File: src/rtl/ttd_pkg.sv
// Shared constants and types for the two-band tone energy detector.
package ttd_pkg;

   localparam int IDX_W = 8;
   localparam int MAG_W = 16;
   localparam int ACC_W = 19;
   localparam int HW_W  = 2;

   localparam int REQ_DATA_W = 24;
   localparam int RSP_DATA_W = 40;

   localparam int CSR_ADDR_W = 3;
   localparam int CSR_DATA_W = 19;

   localparam logic [CSR_ADDR_W-1:0] CSR_BIN_OFFSET       = 3'd0;
   localparam logic [CSR_ADDR_W-1:0] CSR_HALF_WIDTH       = 3'd1;
   localparam logic [CSR_ADDR_W-1:0] CSR_LOW_BAND_CENTRE  = 3'd2;
   localparam logic [CSR_ADDR_W-1:0] CSR_HIGH_BAND_CENTRE = 3'd3;
   localparam logic [CSR_ADDR_W-1:0] CSR_LEVEL_THRESHOLD  = 3'd4;
   localparam logic [CSR_ADDR_W-1:0] CSR_INVERT_FLAG      = 3'd5;

   localparam logic [IDX_W-1:0] RST_LOW_CENTRE  = 8'd89;
   localparam logic [IDX_W-1:0] RST_HIGH_CENTRE = 8'd111;
   localparam logic [ACC_W-1:0] RST_THRESHOLD   = 19'd40000;

   localparam int DEF_WINDOW_LEN = 8;
   localparam int unsigned BIN_COUNT = 256;

   localparam int FIFO_DEPTH = 8;
   localparam int FIFO_PTR_W = 3;
   localparam int FIFO_CNT_W = 4;

   typedef struct packed {
      logic [ACC_W-1:0] high_band_average;
      logic [ACC_W-1:0] low_band_average;
      logic             tone_flag;
   } rsp_type;

endpackage

File: src/rtl/ttd_ram.sv
// Generic single-port-write, single-port-read RAM with registered read data.
module ttd_ram #(
   parameter int WIDTH = 38,
   parameter int DEPTH = 8,
   localparam int ADDR_W = (DEPTH > 1) ? $clog2(DEPTH) : 1
) (
   input  logic              clock,
   input  logic              wr_en,
   input  logic [ADDR_W-1:0] wr_addr,
   input  logic [WIDTH-1:0]  wr_data,
   input  logic [ADDR_W-1:0] rd_addr,
   output logic [WIDTH-1:0]  rd_data
);

   logic [WIDTH-1:0] mem_ff [DEPTH];
   logic [WIDTH-1:0] rd_data_ff;

   // A read of the address being written returns the old contents.
   always_ff @(posedge clock) begin
      if (wr_en) begin
         mem_ff[wr_addr] <= wr_data;
      end
      rd_data_ff <= mem_ff[rd_addr];
   end

   assign rd_data = rd_data_ff;

endmodule

File: src/rtl/two_band_tone_energy_detector.sv
// Top level of the two-band tone energy detector.
//
// Spectrum bins arrive on the req_ stream, one per request: tdata carries the
// bin index and magnitude, tlast marks the last bin of a frame. Bins inside
// either band add their magnitude above the noise floor to that band's
// saturating sum. At the last bin both sums go into a window history held in
// a RAM, the window totals are updated, and one result per frame leaves on
// the rsp_ stream: the tone flag and the two window averages.
// The block takes one bin per cycle while req_tready is high. A result is valid
// on rsp_ once its last bin has passed the history read, which starts at the
// accepting edge, the total update, the reciprocal multiply for the average
// and the write into the output queue. Up to eight results may be
// outstanding; req_tready drops only while eight frames are pending in the
// pipeline and the queue, so a stalled receiver holds back the bin stream.
// Frames of any length, down to a single bin, follow back to back.
// Reset is synchronous and restores the register defaults, clears the band
// sums, totals and history (through per-entry valid bits, no clearing pass)
// and empties the queue. The csr_ port writes a register at each clock edge
// with csr_we high; write it only while no frame is in flight.
module two_band_tone_energy_detector import ttd_pkg::*; #(
   parameter int WINDOW_LEN = DEF_WINDOW_LEN
) (
   input  logic                  clock,
   input  logic                  reset,
   input  logic                  req_tvalid,
   output logic                  req_tready,
   input  logic [REQ_DATA_W-1:0] req_tdata,   // bin_index[7:0], magnitude[23:8]
   input  logic                  req_tlast,   // frame_end
   output logic                  rsp_tvalid,
   input  logic                  rsp_tready,
   output logic [RSP_DATA_W-1:0] rsp_tdata,   // tone_flag[0], low_band_average[19:1],
                                              // high_band_average[38:20], zero[39]
   input  logic                  csr_we,
   input  logic [CSR_ADDR_W-1:0] csr_addr,
   input  logic [CSR_DATA_W-1:0] csr_wdata
);

   localparam int PTR_W   = (WINDOW_LEN > 1) ? $clog2(WINDOW_LEN) : 1;
   localparam int LOG_W   = $clog2(WINDOW_LEN);
   localparam int TOT_W   = ACC_W + LOG_W;
   localparam int SHIFT   = TOT_W + LOG_W;
   localparam int RECIP_W = TOT_W + 1;
   localparam int PROD_W  = TOT_W + RECIP_W;
   localparam int HIST_W  = 2 * ACC_W;
   // Rounded-up reciprocal: exact floor division for every total below 2**TOT_W.
   localparam logic [63:0] RECIP_L =
      ((64'd1 << SHIFT) + 64'(WINDOW_LEN) - 64'd1) / 64'(WINDOW_LEN);
   localparam logic [RECIP_W-1:0] RECIP    = RECIP_W'(RECIP_L);
   localparam logic [PTR_W-1:0]   LAST_PTR = PTR_W'(WINDOW_LEN - 1);

   // Configuration registers.
   logic [MAG_W-1:0] offset_ff;
   logic [HW_W-1:0]  half_ff;
   logic [IDX_W-1:0] lo_ctr_ff;
   logic [IDX_W-1:0] hi_ctr_ff;
   logic [ACC_W-1:0] thr_ff;
   logic             inv_ff;

   always_ff @(posedge clock) begin
      if (reset) begin
         offset_ff <= '0;
         half_ff   <= '0;
         lo_ctr_ff <= RST_LOW_CENTRE;
         hi_ctr_ff <= RST_HIGH_CENTRE;
         thr_ff    <= RST_THRESHOLD;
         inv_ff    <= 1'b0;
      end else if (csr_we) begin
         case (csr_addr)
            CSR_BIN_OFFSET:       offset_ff <= csr_wdata[MAG_W-1:0];
            CSR_HALF_WIDTH:       half_ff   <= csr_wdata[HW_W-1:0];
            CSR_LOW_BAND_CENTRE:  lo_ctr_ff <= csr_wdata[IDX_W-1:0];
            CSR_HIGH_BAND_CENTRE: hi_ctr_ff <= csr_wdata[IDX_W-1:0];
            CSR_LEVEL_THRESHOLD:  thr_ff    <= csr_wdata[ACC_W-1:0];
            CSR_INVERT_FLAG:      inv_ff    <= csr_wdata[0];
            default: ;
         endcase
      end
   end

   // Bin stage: band membership and saturating accumulation.
   logic [IDX_W-1:0] idx;
   logic [MAG_W-1:0] mag;
   logic             req_acc;
   logic             frame_acc;
   logic             in_range;
   logic             pos;
   logic [MAG_W-1:0] excess;
   logic [IDX_W:0]   idx_hi;
   logic             lo_hit;
   logic             hi_hit;
   logic [ACC_W:0]   lo_sum;
   logic [ACC_W:0]   hi_sum;
   logic [ACC_W-1:0] lo_acc_ff;
   logic [ACC_W-1:0] hi_acc_ff;
   logic [ACC_W-1:0] lo_acc_in;
   logic [ACC_W-1:0] hi_acc_in;

   assign idx       = req_tdata[IDX_W-1:0];
   assign mag       = req_tdata[IDX_W +: MAG_W];
   assign req_acc   = req_tvalid && req_tready;
   assign frame_acc = req_acc && req_tlast;
   assign in_range  = 32'(idx) < BIN_COUNT;
   assign pos       = mag > offset_ff;
   assign excess    = mag - offset_ff;
   assign idx_hi    = {1'b0, idx} + {{(IDX_W-1){1'b0}}, half_ff};
   // Compared on nine bits, so a band near bin zero does not wrap.
   assign lo_hit = (idx_hi >= {1'b0, lo_ctr_ff}) &&
                   ({1'b0, idx} <= {1'b0, lo_ctr_ff} + {{(IDX_W-1){1'b0}}, half_ff});
   assign hi_hit = (idx_hi >= {1'b0, hi_ctr_ff}) &&
                   ({1'b0, idx} <= {1'b0, hi_ctr_ff} + {{(IDX_W-1){1'b0}}, half_ff});
   assign lo_sum = {1'b0, lo_acc_ff} + (ACC_W+1)'(excess);
   assign hi_sum = {1'b0, hi_acc_ff} + (ACC_W+1)'(excess);

   always_comb begin
      lo_acc_in = lo_acc_ff;
      hi_acc_in = hi_acc_ff;
      if (in_range && pos && lo_hit) begin
         lo_acc_in = lo_sum[ACC_W] ? '1 : lo_sum[ACC_W-1:0];
      end
      if (in_range && pos && hi_hit) begin
         hi_acc_in = hi_sum[ACC_W] ? '1 : hi_sum[ACC_W-1:0];
      end
   end

   logic             s1_vld_ff;
   logic [ACC_W-1:0] s1_lo_ff;
   logic [ACC_W-1:0] s1_hi_ff;
   logic [PTR_W-1:0] s1_ptr_ff;
   logic [PTR_W-1:0] ptr_ff;

   always_ff @(posedge clock) begin
      if (reset) begin
         lo_acc_ff <= '0;
         hi_acc_ff <= '0;
         ptr_ff    <= '0;
         s1_vld_ff <= 1'b0;
      end else begin
         s1_vld_ff <= frame_acc;
         if (req_acc) begin
            lo_acc_ff <= req_tlast ? '0 : lo_acc_in;
            hi_acc_ff <= req_tlast ? '0 : hi_acc_in;
         end
         if (frame_acc) begin
            ptr_ff <= (ptr_ff == LAST_PTR) ? '0 : ptr_ff + PTR_W'(1);
         end
      end
   end

   always_ff @(posedge clock) begin
      if (frame_acc) begin
         s1_lo_ff  <= lo_acc_in;
         s1_hi_ff  <= hi_acc_in;
         s1_ptr_ff <= ptr_ff;
      end
   end

   // History RAM: read at the current pointer every cycle, written by the
   // total update stage. An entry never written since reset reads as zero.
   logic [HIST_W-1:0]     ram_rd;
   logic [HIST_W-1:0]     wr_data;
   logic [WINDOW_LEN-1:0] valid_ff;
   logic                  old_vld_ff;
   logic                  fwd_ff;
   logic [HIST_W-1:0]     fwd_data_ff;
   logic [HIST_W-1:0]     old;

   assign wr_data = {s1_hi_ff, s1_lo_ff};

   ttd_ram #(
      .WIDTH (HIST_W),
      .DEPTH (WINDOW_LEN)
   ) u_hist (
      .clock   (clock),
      .wr_en   (s1_vld_ff),
      .wr_addr (s1_ptr_ff),
      .wr_data (wr_data),
      .rd_addr (ptr_ff),
      .rd_data (ram_rd)
   );

   always_ff @(posedge clock) begin
      if (reset) begin
         valid_ff   <= '0;
         old_vld_ff <= 1'b0;
         fwd_ff     <= 1'b0;
      end else begin
         old_vld_ff <= valid_ff[ptr_ff];
         // The RAM returns stale data when the read hits the entry written now.
         fwd_ff     <= s1_vld_ff && (s1_ptr_ff == ptr_ff);
         if (s1_vld_ff) begin
            valid_ff[s1_ptr_ff] <= 1'b1;
         end
      end
   end

   always_ff @(posedge clock) begin
      fwd_data_ff <= wr_data;
   end

   assign old = fwd_ff ? fwd_data_ff : (old_vld_ff ? ram_rd : '0);

   // Window totals.
   logic [TOT_W-1:0] lo_tot_ff;
   logic [TOT_W-1:0] hi_tot_ff;
   logic [TOT_W-1:0] lo_tot_in;
   logic [TOT_W-1:0] hi_tot_in;
   logic             s2_vld_ff;

   assign lo_tot_in = lo_tot_ff - TOT_W'(old[ACC_W-1:0]) + TOT_W'(s1_lo_ff);
   assign hi_tot_in = hi_tot_ff - TOT_W'(old[HIST_W-1:ACC_W]) + TOT_W'(s1_hi_ff);

   always_ff @(posedge clock) begin
      if (reset) begin
         lo_tot_ff <= '0;
         hi_tot_ff <= '0;
         s2_vld_ff <= 1'b0;
      end else begin
         s2_vld_ff <= s1_vld_ff;
         if (s1_vld_ff) begin
            lo_tot_ff <= lo_tot_in;
            hi_tot_ff <= hi_tot_in;
         end
      end
   end

   // Average by reciprocal multiply; the totals hold this frame's values here.
   logic [PROD_W-1:0] lo_prod_ff;
   logic [PROD_W-1:0] hi_prod_ff;
   logic              s3_vld_ff;

   always_ff @(posedge clock) begin
      if (reset) begin
         s3_vld_ff <= 1'b0;
      end else begin
         s3_vld_ff <= s2_vld_ff;
      end
   end

   always_ff @(posedge clock) begin
      lo_prod_ff <= PROD_W'(lo_tot_ff) * PROD_W'(RECIP);
      hi_prod_ff <= PROD_W'(hi_tot_ff) * PROD_W'(RECIP);
   end

   rsp_type          result;
   logic [ACC_W-1:0] lo_avg;
   logic [ACC_W-1:0] hi_avg;

   assign lo_avg = lo_prod_ff[SHIFT +: ACC_W];
   assign hi_avg = hi_prod_ff[SHIFT +: ACC_W];

   always_comb begin
      result.low_band_average  = lo_avg;
      result.high_band_average = hi_avg;
      result.tone_flag         = ((lo_avg < thr_ff) && (hi_avg < thr_ff)) ^ inv_ff;
   end

   // Output queue. pending_ff counts frames accepted whose result is not yet
   // taken, so the queue always has room for everything in the pipeline.
   rsp_type               fifo_ff [FIFO_DEPTH];
   logic [FIFO_PTR_W-1:0] wr_ptr_ff;
   logic [FIFO_PTR_W-1:0] rd_ptr_ff;
   logic [FIFO_CNT_W-1:0] fifo_cnt_ff;
   logic [FIFO_CNT_W-1:0] pending_ff;
   logic                  pop;

   assign pop        = rsp_tvalid && rsp_tready;
   assign rsp_tvalid = fifo_cnt_ff != '0;
   assign req_tready = pending_ff < FIFO_CNT_W'(FIFO_DEPTH);
   assign rsp_tdata  = {1'b0, fifo_ff[rd_ptr_ff]};

   always_ff @(posedge clock) begin
      if (reset) begin
         wr_ptr_ff   <= '0;
         rd_ptr_ff   <= '0;
         fifo_cnt_ff <= '0;
         pending_ff  <= '0;
      end else begin
         if (s3_vld_ff) begin
            wr_ptr_ff <= wr_ptr_ff + FIFO_PTR_W'(1);
         end
         if (pop) begin
            rd_ptr_ff <= rd_ptr_ff + FIFO_PTR_W'(1);
         end
         fifo_cnt_ff <= fifo_cnt_ff + FIFO_CNT_W'(s3_vld_ff) - FIFO_CNT_W'(pop);
         pending_ff  <= pending_ff + FIFO_CNT_W'(frame_acc) - FIFO_CNT_W'(pop);
      end
   end

   always_ff @(posedge clock) begin
      if (s3_vld_ff) begin
         fifo_ff[wr_ptr_ff] <= result;
      end
   end

`ifndef ASSERT_OFF
   a_no_overflow: assert property (@(posedge clock) disable iff (reset)
      s3_vld_ff |-> (fifo_cnt_ff < FIFO_CNT_W'(FIFO_DEPTH)) || pop)
      else $error("result queue overflow");

   a_pending_covers_queue: assert property (@(posedge clock) disable iff (reset)
      pending_ff >= fifo_cnt_ff)
      else $error("pending count below queue fill");

   a_acc_cleared: assert property (@(posedge clock) disable iff (reset)
      frame_acc |=> (lo_acc_ff == '0) && (hi_acc_ff == '0))
      else $error("band sums not cleared after frame end");

   a_result_follows: assert property (@(posedge clock) disable iff (reset)
      frame_acc |=> ##2 s3_vld_ff)
      else $error("frame result lost in pipeline");

   a_entry_valid_after_write: assert property (@(posedge clock) disable iff (reset)
      s1_vld_ff |=> valid_ff[$past(s1_ptr_ff)])
      else $error("history entry not marked valid");
`endif

endmodule
File: config.mk
export PLATFORM = sky130hd
export DESIGN_NAME = two_band_tone_energy_detector
export DESIGN_NICKNAME = d
export VERILOG_FILES = /design/src/rtl/ttd_pkg.sv /design/src/rtl/ttd_ram.sv /design/src/rtl/two_band_tone_energy_detector.sv
export SDC_FILE = /design/constraint.sdc
export NUM_CORES = 1
export LEC_CHECK = 0
export BUFFER_PORTS_ARGS = -buffer_cell sky130_fd_sc_hd__buf_2
export CAP_MARGIN = 20
export CELL_PAD_IN_SITES_DETAIL_PLACEMENT = 1
export CELL_PAD_IN_SITES_GLOBAL_PLACEMENT = 1
export CORE_MARGIN = 5
export CORE_UTILIZATION = 38
export CTS_CLUSTER_DIAMETER = 200
export DETAILED_ROUTE_END_ITERATION = 6
export GPL_TIMING_DRIVEN = 1
export PLACE_DENSITY_LB_ADDON = 0.1
export RECOVER_POWER = 100
export SLEW_MARGIN = 5
export SYNTH_ARGS = -nofsm -noshare
export SYNTH_HDL_FRONTEND = slang
export SYNTH_SLANG_ARGS = --single-unit
File: constraint.sdc
create_clock -name clock -period 10.2 [get_ports clock]
set_clock_uncertainty 0.1 [all_clocks]
set_input_delay 2.04 -clock clock [delete_from_list [all_inputs] [get_ports clock]]
set_output_delay 2.04 -clock clock [all_outputs]
set_load 0.05 [all_outputs]
### Word-level counts from Yosys, hierarchy flattened

Memories as Yosys holds them, arrays and structs flattened. A register that Yosys moved wholly into a read port is not among the register bits.
Index checks and enable logic that the tools add are counted.

* flip-flop bits (word level): 289
* bits in writable memories: 616
* input port bits: 52
* output and inout bits: 42
* logic and storage cells: 103
* memories kept: 2

Memories
* fifo_ff: depth 8, bits a word 39, rd ports 1, clocked after memory_dff 1, wr ports 1, RTL line two_band_tone_energy_detector.sv:259 `rsp_type fifo_ff [FIFO_DEPTH];`
* u_hist.mem_ff: depth 8, bits a word 38, rd ports 1, clocked after memory_dff 1, wr ports 1, RTL line ttd_ram.sv:15 `logic [WIDTH-1:0] mem_ff [DEPTH];`

* add/subtract/negate cells: 17
* order comparisons: 11
* equal/unequal tests: 7
* mux-type cells: 19
* bitwise operators: 2
* reduce and logical (&&, ||, !) cells: 18

Operators with widths (number)
* $mux 19: 6
* $mux 38: 2
* $add 22x19->22: 2
* $sub 22x19->22: 2
* $add 19x16->20: 2
* $lt 19x19->1: 2
* $add 8x2->9: 3
* $ge 9x8->1: 2
* $le 8x9->1: 2
* $gt 16x16->1: 1
* $sub 16x16->16: 1
* $reduce_and 2->1: 6
* $logic_and 1x1->1: 10
* $add 3x1->3 const B: 3
* $eq 3x3->1 const B: 3
* $mux 3: 3
* $add 4x1->4: 2
* $lt 3x4->1 const B: 2
* $or 8x8->8: 1
* $sub 4x1->4: 2
* $eq 3x2->1 const B: 2
* $mux 1: 6
* $lt 4x4->1 const B: 1
* $reduce_bool 4->1: 1
* other kinds (7): 7

### Longest topological paths before layout

* word-level depth: 6
* depth in mapped cells: 20
* depth with buffers taken out: 19

### Cells and area by module

From an unflattened synthesis, not the netlist that was laid out.

* cells, all modules: 2923
* area total of the unflattened synthesis: 41489.8 µm²

By module, submodules not included
* two_band_tone_energy_detector: instances 1, cells each 2433, area each 29280.6 µm²
* ttd_ram: instances 1, cells each 490, area each 12209.2 µm²

### Worst setup path before layout

OpenSTA, ideal clock, no wires.

* kind: input to register
* start: in req_tdata[8]
* end: reg s1_lo_ff[15] (data pin)
* library setup time: 260 ps
* arrival: 5275 ps
* required time: 9840 ps
* slack: 4564 ps
* stages: 19
* cells stage by stage: inv_1 ha_1 fa_1 and2b_1 o2111ai_2 nand2_1 nor2_1 nor2_1 nor2_1 xnor2_1 ha_1 a21o_1 a21oi_1 nor2b_1 a311oi_4 a21oi_1 or3_1 a21bo_1 mux2_4

* longest elaborated chain between the ends: 4
* elaborated cells between the ends (all ways): 6
* those cells by class: add/sub (2); order compare (1); mux (2); reduce/logical (1)

RTL lines
* from (decl): RTL line two_band_tone_energy_detector.sv:27 `input logic [REQ_DATA_W-1:0] req_tdata,`
* $sub 16x16->16: RTL line two_band_tone_energy_detector.sv:104 `assign excess = mag - offset_ff;`
* $add 19x16->20: RTL line two_band_tone_energy_detector.sv:111 `assign lo_sum = {1'b0, lo_acc_ff} + (ACC_W+1)'(excess);`
* $mux 19: RTL line two_band_tone_energy_detector.sv:118 `lo_acc_in = lo_sum[ACC_W] ? '1 : lo_sum[ACC_W-1:0];`
* $mux 19 (*): RTL line two_band_tone_energy_detector.sv:117 `if (in_range && pos && lo_hit) begin`
* named net lo_acc_in[15]: RTL line two_band_tone_energy_detector.sv:95 `logic [ACC_W-1:0] lo_acc_in;`
* to (signal assigned): RTL line two_band_tone_energy_detector.sv:151 `s1_lo_ff <= lo_acc_in;`
* to (decl): RTL line two_band_tone_energy_detector.sv:126 `logic [ACC_W-1:0] s1_lo_ff;`

The timed path passes the listed nets; every way through them passes the cells marked *.
A chain may end at the register's enable or synchronous reset.

### Final worst setup path

* start: in req_tdata[9]
* end: reg s1_lo_ff[13] (data pin)

The elaborated chain is that of the path after synthesis.

==> results.md <==
- Status: finished with violations
- Failing checks: capacitance limit, slew limit
- Compound-Gate Fraction of Synth Area: 7.82%
- Worst-path cell chain: clkbuf_1 > ha_1 > nor2b_1 > o21ai_0 > a21boi_0 > o21bai_1 > nand2_1 > a221oi_1 > ha_1 > and3_1 > a311oi_4 > a21oi_1 > o2111ai_1 > o21ai_0 > mux2_2
- Htree depth: 3
- Vias post-DR: 24000
- Die Span Y: 341 um
- Post-cts resize count: 0
- Cell Area, Placed: 43700 um^2
- Critical Path Source Type: primary input
- Final setup violation count: 0
- VDD IR max: 0.147 mV
- Layout cells sized above 1: 15.7%
- Number of synthesized flops with an enable pin: 657
- Hold Buf Count CTS: 0
- Placeable Area: 109000 um^2
- Leakage: roughly 17 nW
- Mean Syn Cell Area: roughly 14 um^2
- Row Count: 121
- Min Tclk post-route: 7.83 ns
- Warnings, synthesis: 0
- Worst-case clock buffer depth: 3
- Final setup TNS: 0 ns
- Max_cap viols: 26
- Clock Power Share: 37.2%
- Largest net degree at the start of global routing: 80
- Initial antenna violation count: 4
- Max Fclk: 128 MHz
- Yosys reg bits: 940
- Sw Ratio: 28.3%
- Post-CTS Repair Setup Buffers: 0
- Synth Area in Simple Gates: 6.30%
- Max stage delay cell, worst path: o2111ai_1
- Drt wl/cell: 23.7 um
- Total global routing overflow: 0
- Total power: ~0.010 W
- Clk sinks: 940
- Psw: 0.00287 W
- Later-pin clock latency in the skew report: around 0.68 ns
- First-pass GRT wire length: 165000 um
- # placed instances: 4352
- Hold Crit Class: flip-flop to flip-flop
- CP max stage delay: 2.06 ns
- Combinational family with the most area after synthesis: multiplexers
- Detailed Routing Iterations Pass 1: 5
- Syn Inst Count: 2918
- Chip Width: 341 um
- Reg-to-reg slack, setup: ~2.7 ns
- Worst Path Arrival: slightly above 8 ns
- Final Hold Fails: 0
- GRT Total Usage: 18.5%
- Synth Area in XOR/XNOR: 2.02%
- Delay-heaviest family, CP: compound AO/OA/AOI/OAI gates
- Post-synthesis sequential area ratio: 61.1%
- Met1 GRT Util: about a quarter
- Adder-Cell Fraction of Synth Area: around 7.6%
- Multiplexer share of the synthesized area: 11.7%
- Reg clk slew, reported paths: approximately 0.06 ns
- Synth Net Count: 3195
- TritonCTS clock tree: built
- Final non-filler cell total: about 4500
- Int Pwr: 0.00728 W
- Ys async rst share: 0%
- Area growth from synthesis to layout: 12.9%
- Buffers added on ports: between 90 and 100
- Synth Cell Area: around 42000 um^2
- Pwr Density: 216 nW/um^2
- NumNets Final: 3320
- DRC Markers: 0
- CP Class: primary input to flip-flop
- CTS buffer count: 102
- Crit path capture type: flip-flop
- Met3 global-route usage: around 2.5%
- ANT nets after route: 0
- Root Driver: clkbuf_16
- Crit path max fanout: 33
- Via-to-Cell Ratio: 5.29
- CP bufs+invs: 1
- Sequential Power Share: approximately 44%
- Gate power share: 18.4%
- GP Congestion: roughly 0.83
- Met2 usage: a little under a third
- CP Data Required Time: 10.52 ns
- RSZ-0062 raised after global routing: no
- Iteration-0 DRC Markers: 1383
- # fillers: 11000
- I/O pins: 94
- Final Max Slew Viols: roughly 960
- Design area: 46900 um^2
- Initial core utilization: between 30% and 40%
- Vias in the first global route: 26300
- Synth cell types: 88
- Worst-margin pin slew: 4.26 ns
- Period utilization: 76.8%
- Top Usage Layer GRT: met2
- Total die area: 116000 um^2
- Ys flop type: edfxtp_1
- Post-DP HPWL: ~72000 um
- Relative slew slack: -184%
- Final WL: 108000 um
-- metrics by stage --
| stage | worst slack [ns] | hold WS (ns) | util (%) |
|---|---|---|---|
| 6_report | 2.37 | 0.259 | 43.1 |
| 5_1_grt | 1.83 | 0.265 | 43.1 |
| 4_1_cts | 3.97 | 0.259 | 43.4 |
| 3_5_place_dp | 3.23 | 0.239 | 40.2 |
| 3_3_place_gp | 3.41 | 0.247 | 40.2 |
| 2_1_floorplan | 4.56 | 0.231 | - |
-- power groups by stage --
stage                     Clock, W  Combinational [W]  Sequential (W)
final                      0.00378            0.00187         0.00450
after global routing       0.00406            0.00206         0.00453
after CTS                  0.00388            0.00192         0.00451
after detailed placement         0            0.00192         0.00459
after global placement           0            0.00188         0.00457
after floorplan                  0            0.00153         0.00441
-- placed cells by master, fill, tap and decap left out, types with 46 or more instances in the layout --
| cell type | instances |
|---|---|
| edfxtp_1 | 657 |
| dfxtp_1 | 280 |
| inv_1 | 249 |
| nand2_1 | 179 |
| ha_1 | 179 |
| nor2_1 | 172 |
| mux4_2 | 156 |
| a21oi_1 | 112 |
| clkbuf_16 | 105 |
| clkbuf_1 | 81 |
| mux2_2 | 79 |
| o21ai_0 | 77 |
| xnor2_1 | 64 |
| a22o_1 | 52 |
| a21o_1 | 52 |
| buf_2 | 51 |
| fa_1 | 46 |
-- synth_stat cells (all sizes together) (25+ instances only) --
master / count / area (um^2)
a21o: 52 / 390
nor3: 40 / 205
clkbuf: 62 / 233
nand2b: 25 / 156
xnor2: 64 / 561
a21oi: 115 / 591
edfxtp: 657 / 19700
inv: 249 / 935
mux2i: 41 / 410
dfxtp: 283 / 5670
fa: 46 / 921
o21ai: 79 / 403
nor2: 179 / 679
ha: 179 / 2240
nor2b: 27 / 169
mux4: 156 / 3510
a22o: 52 / 455
a31oi: 25 / 175
nand2: 179 / 672
mux2: 84 / 953
xor2: 32 / 280
buf: 44 / 224
-- worst paths after layout --
path,depth (start not counted),start,endpoint
hold / removal,0,hi_tot_ff[14],hi_prod_ff[36]
setup / recovery,15,req_tdata[9],s1_lo_ff[13]
setup reg to reg,15,fwd_ff,lo_tot_ff[21]
hold reg to reg,0,hi_tot_ff[14],hi_prod_ff[36]
-- cells by family (layout without fill, tap and decap cells) --
family | Yosys count | after routing
flops | 940 | 940
simple gates | 559 | 559
xor+xnor | 96 | 96
buf+inv | 355 | 569
compound gates | 461 | 461
other cells | 1 | 2
fa+ha+maj | 225 | 225
mux | 281 | 281
-- final cells by class --
cell class	count	area (um^2)	area share (%)
sequential	940	25400	54.2
clock inverter	60	624	1.33
inverter	249	935	1.99
timing repair buffer	127	582	1.24
tap	1414	1770	3.77
antenna	1	2.50	0.00534
multi-input combinational	1623	14700	31.4
clock buffer	133	2850	6.08
-- layer usage --
layer | wire length (um) | vias to the layer above
met3 | 3500 | 130
met2 | 53200 | 350
met1 | 48800 | 12400
met5 | 0 | -
met4 | 2230 | 0
li1 | - | 11100
-- worst reg2reg max path: stages, from the launching register on --
cell and delay (ns):
dfxtp_1 0.30, clkbuf_1 1.80, nor2b_4 0, clkbuf_1 0.96, a22o_1 0.52, fa_1 0.53, inv_1 0.05, ha_1 0.29
a211oi_1 0.32, o21ai_0 0.22, a31oi_1 0.41, o21ai_0 0.43, a221oi_1 0.65, o21ai_0 0.24, mux2i_1 0.21, mux2_2 0.35
-- flip-flops by register name (all words and copies together), names as in the netlist, 16 cells and up, named ones only --
signal	flops
u_hist.mem_ff	304
hi_prod_ff	19
s1_lo_ff	19
lo_acc_ff	19
s1_hi_ff	19
hi_acc_ff	19
thr_ff	19
fifo_ff	312
u_hist.rd_data	38
offset_ff	16
fwd_data_ff	38
hi_tot_ff	22
lo_prod_ff	19
lo_tot_ff	22
Note: power is estimated with default switching activity, not from simulation.
